$ cat src/rtl/core/slcg_ram.sv
// Generic single-port RAM with registered read.
module slcg_ram #(
    parameter int WIDTH = 32,
    parameter int DEPTH = 32
) (
    input  logic                     i_clk,
    input  logic                     i_we,
    input  logic [$clog2(DEPTH)-1:0] i_addr,
    input  logic [WIDTH-1:0]         i_wdata,
    output logic [WIDTH-1:0]         o_rdata
);
    logic [WIDTH-1:0] r_mem [DEPTH];
    always_ff @(posedge i_clk) begin
        if (i_we) begin
            r_mem[i_addr] <= i_wdata;
        end
        o_rdata <= r_mem[i_addr];
    end
endmodule

$ cat config.mk
export PLATFORM = sky130hd
export DESIGN_NAME = slcg_ram
export DESIGN_NICKNAME = d
export VERILOG_FILES = /design/src/rtl/core/slcg_ram.sv
export SDC_FILE = /design/constraint.sdc
export NUM_CORES = 1
export LEC_CHECK = 0
export BUFFER_PORTS_ARGS = -buffer_cell sky130_fd_sc_hd__buf_2
export CORE_ASPECT_RATIO = 0.75
export CORE_MARGIN = 10
export CORE_UTILIZATION = 58
export DETAILED_ROUTE_END_ITERATION = 16
export PLACE_DENSITY = 0.74
export SETUP_SLACK_MARGIN = 0.2
export SLEW_MARGIN = 40
export SYNTH_ARGS = -nofsm -noshare
export SYNTH_HDL_FRONTEND = slang
export SYNTH_SLANG_ARGS = --single-unit
$ cat constraint.sdc
create_clock -name i_clk -period 4.75 [get_ports i_clk]
set_input_delay 0.2375 -clock i_clk [delete_from_list [all_inputs] [get_ports i_clk]]
set_output_delay 0.2375 -clock i_clk [all_outputs]
set_load 0.01 [all_outputs]
==> impl_metrics.tcl <==
set metrics [dict create \
    run_status "completed" \
    dr.first_iter.drc_count 2985 \
    reg2reg_from "r_mem[31][19]" \
    layout-drive-gt1-share 0.1529 \
    avgRoutedWirePerCell_um 30.58 \
    hold_path.class "in -> reg" \
    grt_pass1_wl_um 141300 \
    cp_max_fo 83 \
    path_cells "buf_8 -> buf_16 -> buf_12 -> buf_16 -> mux2i_1 -> o22ai_1 -> nor4_1 -> nand2_1" \
    synth_top_cell_by_area "edfxtp_1" \
    syn_inst 2107 \
    antenna_found_initial 6 \
    hpwl_um 54440 \
    crit_buf_inv 4 \
    final-setup-viol-count 0 \
    async_flop_share 0 \
    seq_area_frac_synth 0.7898 \
    syn-num-nets 2146 \
    cts.sinks 1056 \
    crit_arrival_ns 3.17 \
    insertion_delay_ns 0.65 \
    netlist.area_leader.share 0.7737 \
    dr_total_vias 21050 \
    grt_usage 0.2442 \
    post-cts-setup-buffers 0 \
    clock-root-buffer "clkbuf_16" \
    cts_hold_buf 0 \
    tns_ns 0 \
    path_class "in -> reg" \
    dpl_cell_area_mm2 0.04172 \
    fmax_ghz 0.3736 \
    n_fill_cell 4393 \
    cts_buffer_depth 3 \
    core-area_mm2 0.06813 \
    timing.rr.end "o_rdata[19]" \
    grt_setup_unrepaired "false" \
    fin_util 0.6601 \
    die_x_um 322.3 \
    hold_path_end "r_mem[18][1]" \
    relSlewSlack 0.4258 \
    grt_pass1_vias 20710 \
    yosys-top-cells-area "edfxtp_1 77%, mux2i_1 13%, o22ai_1 4.0%" \
    cts_buffers 94 \
    grt_max_degree 130 \
    critPathLaunchType "input pin" \
    hold_depth 1 \
    crit_family "buffers and inverters" \
    worst_clock_skew_ns 0.01897 \
    holdWs_ns 0.08787 \
    dieArea_mm2 0.07950 \
    cts_resized 0 \
    post-route-period-util 0.5634 \
    cpPeakStageDelay_ns 0.68 \
    ys_types 23 \
    drc 0 \
    finish.instance_area_mm2 0.04497 \
    layout.nets 2274 \
    avgSynthCellArea_um2 18.86 \
    yosysMostFrequentCell "edfxtp_1" \
    overflow 0 \
    cts.clk_slew.worst_paths_ns 0.06 \
    pwr_density_cell_mw_per_mm2 423.5 \
    r2r_slack_ns 2.87 \
    finalWorstSetupSlack_ns 2.074 \
    drv_cap 0 \
    synth_flop_cell "edfxtp_1" \
    place_worst_setup_slack_ns 1.411 \
    drt-pass1-iter-count 5 \
    synth_edf_count 1024 \
    hp-start "i_wdata[1]" \
    worstPathRequired_ns 5.24 \
    yosys_warnings 0 \
    netlist_area_mm2 0.03974 \
    ant_nets 0 \
    initial_core_util 0.5834 \
    synth_common_cells "1024 x edfxtp_1, 512 x mux2i_1, 256 x o22ai_1" \
    worstMarginPinSlew_ns 0.8609 \
    finalHoldViolations 0 \
    p_leak_nw 15.65 \
    endpoint_kind "flop" \
    wl_um 98150 \
    rows 83 \
    synth_seq_cells 1056 \
    cts_tree "yes" \
    gp_congestion 0.8273 \
    fin_crit_ns 2.676 \
    crit_top_cell "buf_16" \
    critPathLaunch "i_addr[1]" \
    ios 71 \
    die_h_um 246.7 \
    slowest_stage "nor4_1" \
    port_buffers 70 \
    via_per_inst 6.558 \
    reg2regPathDepth 5 \
    area_delta_synth_final_pct 13.15 \
    slew_violations 0 \
    ir_worst_vdd_uv 320.2 \
    cts_htree_levels 3 \
]
==> worst max path at each step <==
stage | cells past startpoint | to | slack [ns]
floorplan | 6 | r_mem[27][0] | 0.84
global placement | 7 | o_rdata[19] | 1.53
detailed placement | 8 | o_rdata[19] | 1.41
CTS | 8 | o_rdata[19] | 2.06
global route | 8 | o_rdata[24] | 2.05
finish | 8 | o_rdata[24] | 2.07
==> cell usage in the layout (no fill, tap or decap), types with 22 or more instances in the layout <==
cell type  netlist  layout
dfxtp_1         32      32
edfxtp_1      1024    1024
nand2_1         34      34
clkbuf_16        0      97
o22ai_1        256     256
nor4_1          64      64
buf_2           81      69
mux2i_1        512     512
buf_4            2      65
nor2_4           0      28
clkinv_2         0      22
==> per-stage QoR <==
stage               std cells  power, W
detailed placement       3029   0.01144
floorplan                2107   0.01105
global route             3208   0.01955
finish                   3209   0.01905
global placement         3012   0.01140
CTS                      3205   0.01912
==> kinds of logic after synthesis <==
family | after synthesis | synth area share
buffers and inverters | 126 | 0.01823
AOI/OAI and AO/OA | 256 | 0.04030
DFF | 1056 | 0.7898
muxes | 512 | 0.1290
and+or+nand+nor | 157 | 0.02267
==> metal layers <==
layer  vias to the layer above  track usage  wire, µm
met2                      1241       0.3608     43590
met4                         8      0.08066      3071
met1                     10740       0.3588     40240
met3                       196      0.05513     11210
met5                         -            0        43
li1                       8856            -         -
==> final cells by class <==
cell class	instances	area [µm²]	share of cell area
Clock inverter	48	521.8	0.01160
Sequential cell	1056	31390	0.6980
Timing Repair Buffer	158	1360	0.03024
Antenna cell	2	5.005	0.0001113
Clock buffer	128	2674	0.05946
Multi-Input combinational cell	925	7903	0.1757
Tap cell	892	1116	0.02482
==> report_power, final <==
part	internal, W	switching [W]
clock network	0.00450	0.00329
logic	0.000279	0.000566
registers	0.0104	0.0000531
==> flip-flops by register name (all words and copies together) (netlist names) <==
register  count
r_mem      1024
o_rdata      32
(Power assumes the default switching activity.)
