$ cat config.mk
export PLATFORM = sky130hd
export DESIGN_NAME = slcg_divider
export DESIGN_NICKNAME = d
export VERILOG_FILES = /design/src/rtl/core/slcg_divider.sv
export SDC_FILE = /design/constraint.sdc
export NUM_CORES = 1
export LEC_CHECK = 0
export ABC_AREA = 1
export BUFFER_PORTS_ARGS = -buffer_cell sky130_fd_sc_hd__buf_2
export CAP_MARGIN = 10
export CORE_MARGIN = 3
export CORE_UTILIZATION = 59
export CTS_BUF_LIST = sky130_fd_sc_hd__clkbuf_4
export CTS_CLUSTER_DIAMETER = 40
export DETAILED_ROUTE_END_ITERATION = 16
export HOLD_SLACK_MARGIN = 0.03
export PLACE_DENSITY = 0.83
export SYNTH_ARGS = -nofsm -noshare
export SYNTH_HDL_FRONTEND = slang
export SYNTH_SLANG_ARGS = --single-unit
$ cat constraint.sdc
create_clock -name i_clk -period 4.8 [get_ports i_clk]
set_input_delay 0.96 -clock i_clk [delete_from_list [all_inputs] [get_ports i_clk]]
set_output_delay 0.96 -clock i_clk [all_outputs]
set_load 0.02 [all_outputs]
$ cat src/rtl/core/slcg_divider.sv
// Restoring bit-serial unsigned divider, one quotient bit per cycle.
module slcg_divider #(
    parameter int NW = 64,
    parameter int DW = 48
) (
    input  logic          i_clk,
    input  logic          i_rst_n,
    input  logic          i_go,
    input  logic [NW-1:0] i_num,
    input  logic [DW-1:0] i_den,
    output logic          o_done,
    output logic [NW-1:0] o_quot
);
    localparam int CW = $clog2(NW + 1);
    logic [NW-1:0] r_q;
    logic [DW:0]   r_rem;
    logic [DW-1:0] r_den;
    logic [CW-1:0] r_cnt;
    logic          r_busy;
    logic [DW:0]   n_rem;
    logic [DW+1:0] n_diff;
    always_comb begin
        n_rem  = {r_rem[DW-1:0], r_q[NW-1]};
        n_diff = {1'b0, n_rem} - {2'b00, r_den};
    end
    always_ff @(posedge i_clk) begin
        if (!i_rst_n) begin
            r_busy <= 1'b0;
            o_done <= 1'b0;
        end else begin
            o_done <= 1'b0;
            if (i_go) begin
                r_busy <= 1'b1;
                r_cnt  <= CW'(NW);
                r_q    <= i_num;
                r_den  <= i_den;
                r_rem  <= '0;
            end else if (r_busy) begin
                if (!n_diff[DW+1]) begin
                    r_rem <= n_diff[DW:0];
                    r_q   <= {r_q[NW-2:0], 1'b1};
                end else begin
                    r_rem <= n_rem;
                    r_q   <= {r_q[NW-2:0], 1'b0};
                end
                r_cnt <= r_cnt - 1'b1;
                if (r_cnt == CW'(1)) begin
                    r_busy <= 1'b0;
                    o_done <= 1'b1;
                end
            end
        end
    end
    assign o_quot = r_q;
endmodule

==> metrics.cfg, run 1 <==
[cells_and_area]
final_common_cell=nand2_1
final_util_pct=69.00
finalInstanceArea_sq_um=12690
fin_nets=1905
final_cell_mix=650 x nand2_1, 303 x inv_1, 179 x buf_2, 167 x edfxtp_1, 149 x nor2_1
area_delta_synth_final_pct=12.26
fin_cells=1983
drive_gt1_share_pct=14.84

[logic_synthesis]
syn_inst=1565
synth_edf_count=167
ys_async_sr_fraction_pct=0
ys_seq_elements=169
ys_types=37
yosysSeqAreaShare_pct=44.71
netlist_area_sq_um=11300
yosys_warnings=0
syn_area_per_cell_sq_um=7.223
synth_nets=1731
synth_flop_cell=edfxtp_1

[place]
placed_cell_area_sq_um=12380
hpwl_um=22190
port_buffers=179
globalplace.congestion=1.094
placed_cells=1949
place_ws_ps=1757

[clock_network]
htree_num_levels=4
cts_tree=done
clk_path_buf_depth=2
cts-resized-gates=0
cts_setup_buffers=0
clock_latency_ps=620
cts_hold_buf=0
cts_made_buffers=17
clkTransAtPathRegs_ps=180
clock_sink_count=169
cts_root_buffer=clkbuf_4

[floorplanning]
die_w_um=144.4
coreArea_sq_um=18390
start_util_pct=61.46
num_rows=49
dieArea_sq_um=20860
boundaryPins=180
die_y_um=144.4

[routing]
vias=10146
first_iter_violations=809
ant_nets=0
via_per_inst=5.116
dr.pass1.iters=7
drt-total-wl_um=29130
drc=0
wl_per_cell_um=14.69

[worst_setup_path]
cp_top_family=simple AND/OR/NAND/NOR gates
crit_top_cell=nand2_1
crit_type=reg2reg
rrSetupSlack_ps=1680
worst-r2r-cell-count=12
crit_slowest_cell=inv_2
r2r-end=r_rem[30]$_SDFFCE_PP0P_
arrival_ps=3580
worstPathCellList=ha_1 -> nand2_1 -> inv_1 -> nand2_1 -> nand2_1 -> inv_1 -> a21oi_1 -> nor2_1 -> nand3_4 -> inv_2 -> nor2_1 -> nor2_2
slowest_delay_ps=660
startpoint_type=register
worstPathRequired_ps=5260
reg2reg_from=r_rem[38]$_SDFFCE_PP0P_
end_kind=register
path_buf_inv=3
cp_max_fo=34

[hold_path]
min_to=r_den[0]$_DFFE_PP_
hold_path_class=in2reg
hold_depth=1
hp-start=i_den[0]

[sta]
period_minus_slack_ps=3122
hold_slack_ps=508.4
final.setup.worst_slack_ps=1678
slew_headroom_pct=29.54
final_max_slew_viol_count=0
period_share_pct=65.05
tightest_slew_ps=1055
skew_ps=31.52
fmax_mhz=320.3
hold_violations=0
rsz0062_at_grt=no
finalSetupViolCount=0
finalSetupTns_ps=0

[pwr]
pwr-share-comb_pct=37.4
peakVddDrop_mv=0.2398
pwr-share-seq_pct=43.1
intPower_mw=2.621
leakagePower_nw=6.924
power.switching_mw=1.826
power_frac_clock_pct=19.5
power_mw=4.447
power_density_nw_per_um2=350.4
sw_frac_of_total_pct=41.06

[grt]
grt_pass1_vias=9681
antenna_found_initial=1
track_usage_pct=28.48
grt_max_degree=72
grt_remaining_overflow=0
grt_first_pass_wirelength_um=46950

[status]
status=finished clean

[flow_run]
drv_cap=0

sequential cells by signal (all words and copies together), names as in the netlist:
signal and flops:
r_busy 1, r_den 48, r_cnt 7, o_done 1, r_rem 48, o_quot 64
per-layer routing:
layer / global-route usage [%] / wire (um)
met1: 37.69 / 12320
met4: 7.315 / 567
met2: 47.40 / 13780
met3: 6.845 / 2465
met5: 0 / 0
logic make-up (layout without fill, tap and decap cells):
group,after synthesis,after routing,synth area share [%]
buffers and inverters,336,523,11.63
adders and majority gates,51,51,5.711
other,0,2,0
DFF,169,169,44.72
and+or+nand+nor,913,913,32.65
AOI/OAI and AO/OA,72,72,3.431
xor gates and xnor gates,24,24,1.859
worst max-delay path by stage:
stage                       startpoint  cells past startpoint                       to  slack, ps
3_5_place_dp   r_rem[41]$_SDFFCE_PP0P_                     10  r_rem[30]$_SDFFCE_PP0P_       1760
3_3_place_gp   r_rem[41]$_SDFFCE_PP0P_                     10  r_rem[30]$_SDFFCE_PP0P_       1840
6_report       r_rem[38]$_SDFFCE_PP0P_                     12  r_rem[30]$_SDFFCE_PP0P_       1680
4_1_cts        r_rem[43]$_SDFFCE_PP0P_                     10  r_rem[30]$_SDFFCE_PP0P_       1720
2_1_floorplan                     i_go                      3      o_quot[0]$_DFFE_PP_        460
5_1_grt        r_rem[43]$_SDFFCE_PP0P_                     10   r_rem[3]$_SDFFCE_PP0P_       1440
synth_stat cells (2+ instances only):
cell type / count / area [sq um]
nand3_2: 7 / 70.07
clkbuf_1: 16 / 60.06
nand2_1: 651 / 2444
o21ai_0: 32 / 160.2
nand3b_1: 2 / 15.01
nor2_2: 14 / 87.58
buf_4: 4 / 30.03
buf_2: 3 / 15.01
dfxtp_1: 2 / 40.04
o21bai_1: 4 / 30.03
and2_1: 4 / 25.02
nand3_1: 53 / 265.3
a21oi_1: 30 / 150.1
ha_1: 50 / 625.6
nand2_2: 8 / 50.05
nor2_1: 149 / 559.3
inv_1: 305 / 1145
or2_2: 3 / 18.77
nand4_1: 13 / 81.33
nor3_1: 2 / 10.01
edfxtp_1: 167 / 5015
inv_2: 2 / 7.510
buf_1: 3 / 11.26
xor2_1: 23 / 201.4
nor4_1: 3 / 18.77
o21ai_2: 4 / 35.03
power by group through the flow:
stage | Combinational (mW) | Sequential [mW] | Clock, mW
4_1_cts | 1.65 | 1.92 | 0.877
6_report | 1.66 | 1.92 | 0.867
5_1_grt | 1.88 | 1.94 | 0.936
3_3_place_gp | 1.60 | 1.94 | 0
2_1_floorplan | 1.16 | 2.00 | 0
3_5_place_dp | 1.64 | 1.95 | 0
area by class of cell:
class / instances / area (sq um)
antenna: 2 / 5.005
clock buffer: 17 / 127.6
clock inverter: 15 / 175.2
fill: 1599 / 5702
inverter: 307 / 1154
multi-input combinational: 1060 / 4942
sequential: 169 / 5055
tap: 229 / 286.5
timing repair buffer: 184 / 945.9
Power figures use the tool's default switching activity.
==> run 2: changes to the inputs <==
--- a/config.mk
+++ b/config.mk
@@ -9,12 +9,12 @@
 export BUFFER_PORTS_ARGS = -buffer_cell sky130_fd_sc_hd__buf_2
 export CAP_MARGIN = 10
 export CORE_MARGIN = 3
-export CORE_UTILIZATION = 59
+export CORE_UTILIZATION = 54
 export CTS_BUF_LIST = sky130_fd_sc_hd__clkbuf_4
 export CTS_CLUSTER_DIAMETER = 40
 export DETAILED_ROUTE_END_ITERATION = 16
 export HOLD_SLACK_MARGIN = 0.03
-export PLACE_DENSITY = 0.83
+export PLACE_DENSITY = 0.8
 export SYNTH_ARGS = -nofsm -noshare
 export SYNTH_HDL_FRONTEND = slang
 export SYNTH_SLANG_ARGS = --single-unit
==> constraint.sdc (replaced) <==
create_clock -name i_clk -period 2.5 [get_ports i_clk]
set_input_delay 0.5 -clock i_clk [delete_from_list [all_inputs] [get_ports i_clk]]
set_output_delay 0.5 -clock i_clk [all_outputs]
set_load 0.02 [all_outputs]
==> metrics.cfg, run 2 (synthesized netlist as in run 1, its figures left out) <==
[status]
status=finished clean

[sta]
tightest_slew_ps=516.3
fmax_mhz=412.3
slew_headroom_pct=65.58
final_max_slew_viol_count=0
period_share_pct=97.02
rsz0062_at_grt=yes
period_minus_slack_ps=2426
skew_ps=28.39
final.setup.worst_slack_ps=74.38
hold_violations=0
finalSetupTns_ps=0
finalSetupViolCount=0

[grt]
track_usage_pct=27.89
grt_first_pass_wirelength_um=49360
antenna_found_initial=1
grt_max_degree=55
grt_pass1_vias=10025
grt_remaining_overflow=0

[cells_and_area]
largest_reg_flops=64
nFillCells=1749
ff_latch_area_sq_um=5055
multi_input_area_sq_um=5436
final_cell_mix=644 x nand2_1, 303 x inv_1, 179 x buf_2, 167 x edfxtp_1, 138 x nor2_1
fin_nets=1977
area_delta_synth_final_pct=23.56
fin_cells=2095
drive_gt1_share_pct=19.63
final_common_cell=nand2_1

[worst_setup_path]
slowest_delay_ps=450
r2r-end=r_rem[7]$_SDFFCE_PP0P_
crit_type=reg2reg
worstPathRequired_ps=2890
cp_max_fo=22
crit_top_cell=nand2_1
arrival_ps=2810
reg2reg_from=r_rem[1]$_SDFFCE_PP0P_
startpoint_type=register
end_kind=register
worst-r2r-cell-count=14
worstPathCellList=ha_1 -> nand2_1 -> nand2_1 -> nand2_1 -> nand2_1 -> nand2_1 -> nand3_2 -> nand2_2 -> nand2_2 -> nand2_2 -> nand3_4 -> buf_8 -> o21ai_0 -> nor2_1
crit_slowest_cell=edfxtp_1
rrSetupSlack_ps=70

[pwr]
pwr-share-seq_pct=40.2
pwr-share-comb_pct=40.3
intPower_mw=5.439
peakVddDrop_mv=0.3705
power.switching_mw=3.830
power_frac_clock_pct=19.5
sw_frac_of_total_pct=41.32
power_density_nw_per_um2=663.6
leakagePower_nw=7.306

[floorplanning]
start_util_pct=55.33
dieArea_sq_um=22710
coreArea_sq_um=20430
die_y_um=150.7
die_w_um=150.7
num_rows=52
boundaryPins=180

[place]
place_ws_ps=-69.27
hpwl_um=24130
placed_cells=2020
port_buffers=179
globalplace.congestion=0.9843

[routing]
dr.pass1.iters=5
ant_nets=0
first_iter_violations=976
vias=10535
drc=0
via_per_inst=5.029
drt-total-wl_um=32060
wl_per_cell_um=15.30

[clock_network]
clock_latency_ps=620
cts_root_buffer=clkbuf_4
cts_made_buffers=17
clock_sink_count=169
htree_num_levels=4
cts_tree=done
clkTransAtPathRegs_ps=180
clk_path_buf_depth=2

[flow_run]
drv_cap=0

[hold_path]
hold_depth=1
hold_path_class=in2reg
min_to=r_den[24]$_DFFE_PP_
hp-start=i_den[24]

==> run 2: per-stage QoR <==
stage | util (%) | power (mW) | instance area [sq um] | hold slack (ps)
3_3_place_gp | 62.27 | 7.028 | 12720 | 513.8
4_1_cts | 65.05 | 8.898 | 13290 | 30.90
5_1_grt | 68.37 | 9.874 | 13970 | 26.64
3_5_place_dp | 62.27 | 7.082 | 12720 | 520.0
6_report | 68.37 | 9.269 | 13970 | 65.33
2_1_floorplan | - | 6.054 | 11310 | 503.0
==> run 2: worst max path at each step <==
stage                                       start                 endpoint  slack (ps)  depth (start not counted)
final                      r_rem[1]$_SDFFCE_PP0P_   r_rem[7]$_SDFFCE_PP0P_          70                         14
after global routing      r_rem[43]$_SDFFCE_PP0P_  r_rem[22]$_SDFFCE_PP0P_         -30                         12
after CTS                 r_rem[34]$_SDFFCE_PP0P_  r_rem[23]$_SDFFCE_PP0P_          20                         12
after detailed placement  r_rem[41]$_SDFFCE_PP0P_  r_rem[25]$_SDFFCE_PP0P_         -70                         10
after global placement    r_rem[43]$_SDFFCE_PP0P_  r_rem[25]$_SDFFCE_PP0P_         -50                         10
after floorplan                              i_go       r_den[0]$_DFFE_PP_         230                          3
==> run 2: area by class of cell <==
cell class | instances | area share (%)
multi-input cells | 1060 | 38.92
flip-flops and latches | 169 | 36.19
repair buffers | 256 | 11.73
inverters | 307 | 8.259
well taps | 270 | 2.418
clock inverters | 15 | 1.550
clock buffers | 17 | 0.9136
diodes | 1 | 0.01791
==> run 2: routing by layer <==
metal  global-route usage [%]  vias up  share of wire [%]
met3                    6.201       51                7.9
met1                    37.62     4784                 43
met2                    45.75      413                 47
met4                    7.389        0                2.3
met5                        0        -                  0
li1                         -     5287                  -
==> run 2: timing repair <==
action / 4_1_cts / 5_1_grt
resized for setup: 5 / 77
setup endpoints to repair: 9 / 48
endpoints found under the hold margin: 21 / 12
buffers inserted: 0 / 9
pin swaps: 0 / 1
hold buffers: 21 / 12
==> run 2: worst max-delay path: cells and delay by family (launching register included) <==
family / cells / cell delay, ps
buffers and inverters: 1 / 210
adder cells (fa/ha/maj): 1 / 400
flip-flops: 1 / 450
AO/OA/AOI/OAI: 1 / 220
AND/OR/NAND/NOR: 11 / 930
==> run 2: power groups by stage <==
| stage | registers (mW) | logic [mW] | clock network (mW) |
|---|---|---|---|
| 2_1_floorplan | 3.82 | 2.24 | 0 |
| 3_3_place_gp | 3.73 | 3.29 | 0 |
| 3_5_place_dp | 3.74 | 3.34 | 0 |
| 4_1_cts | 3.68 | 3.39 | 1.82 |
| 5_1_grt | 3.75 | 4.17 | 1.95 |
| 6_report | 3.73 | 3.74 | 1.81 |
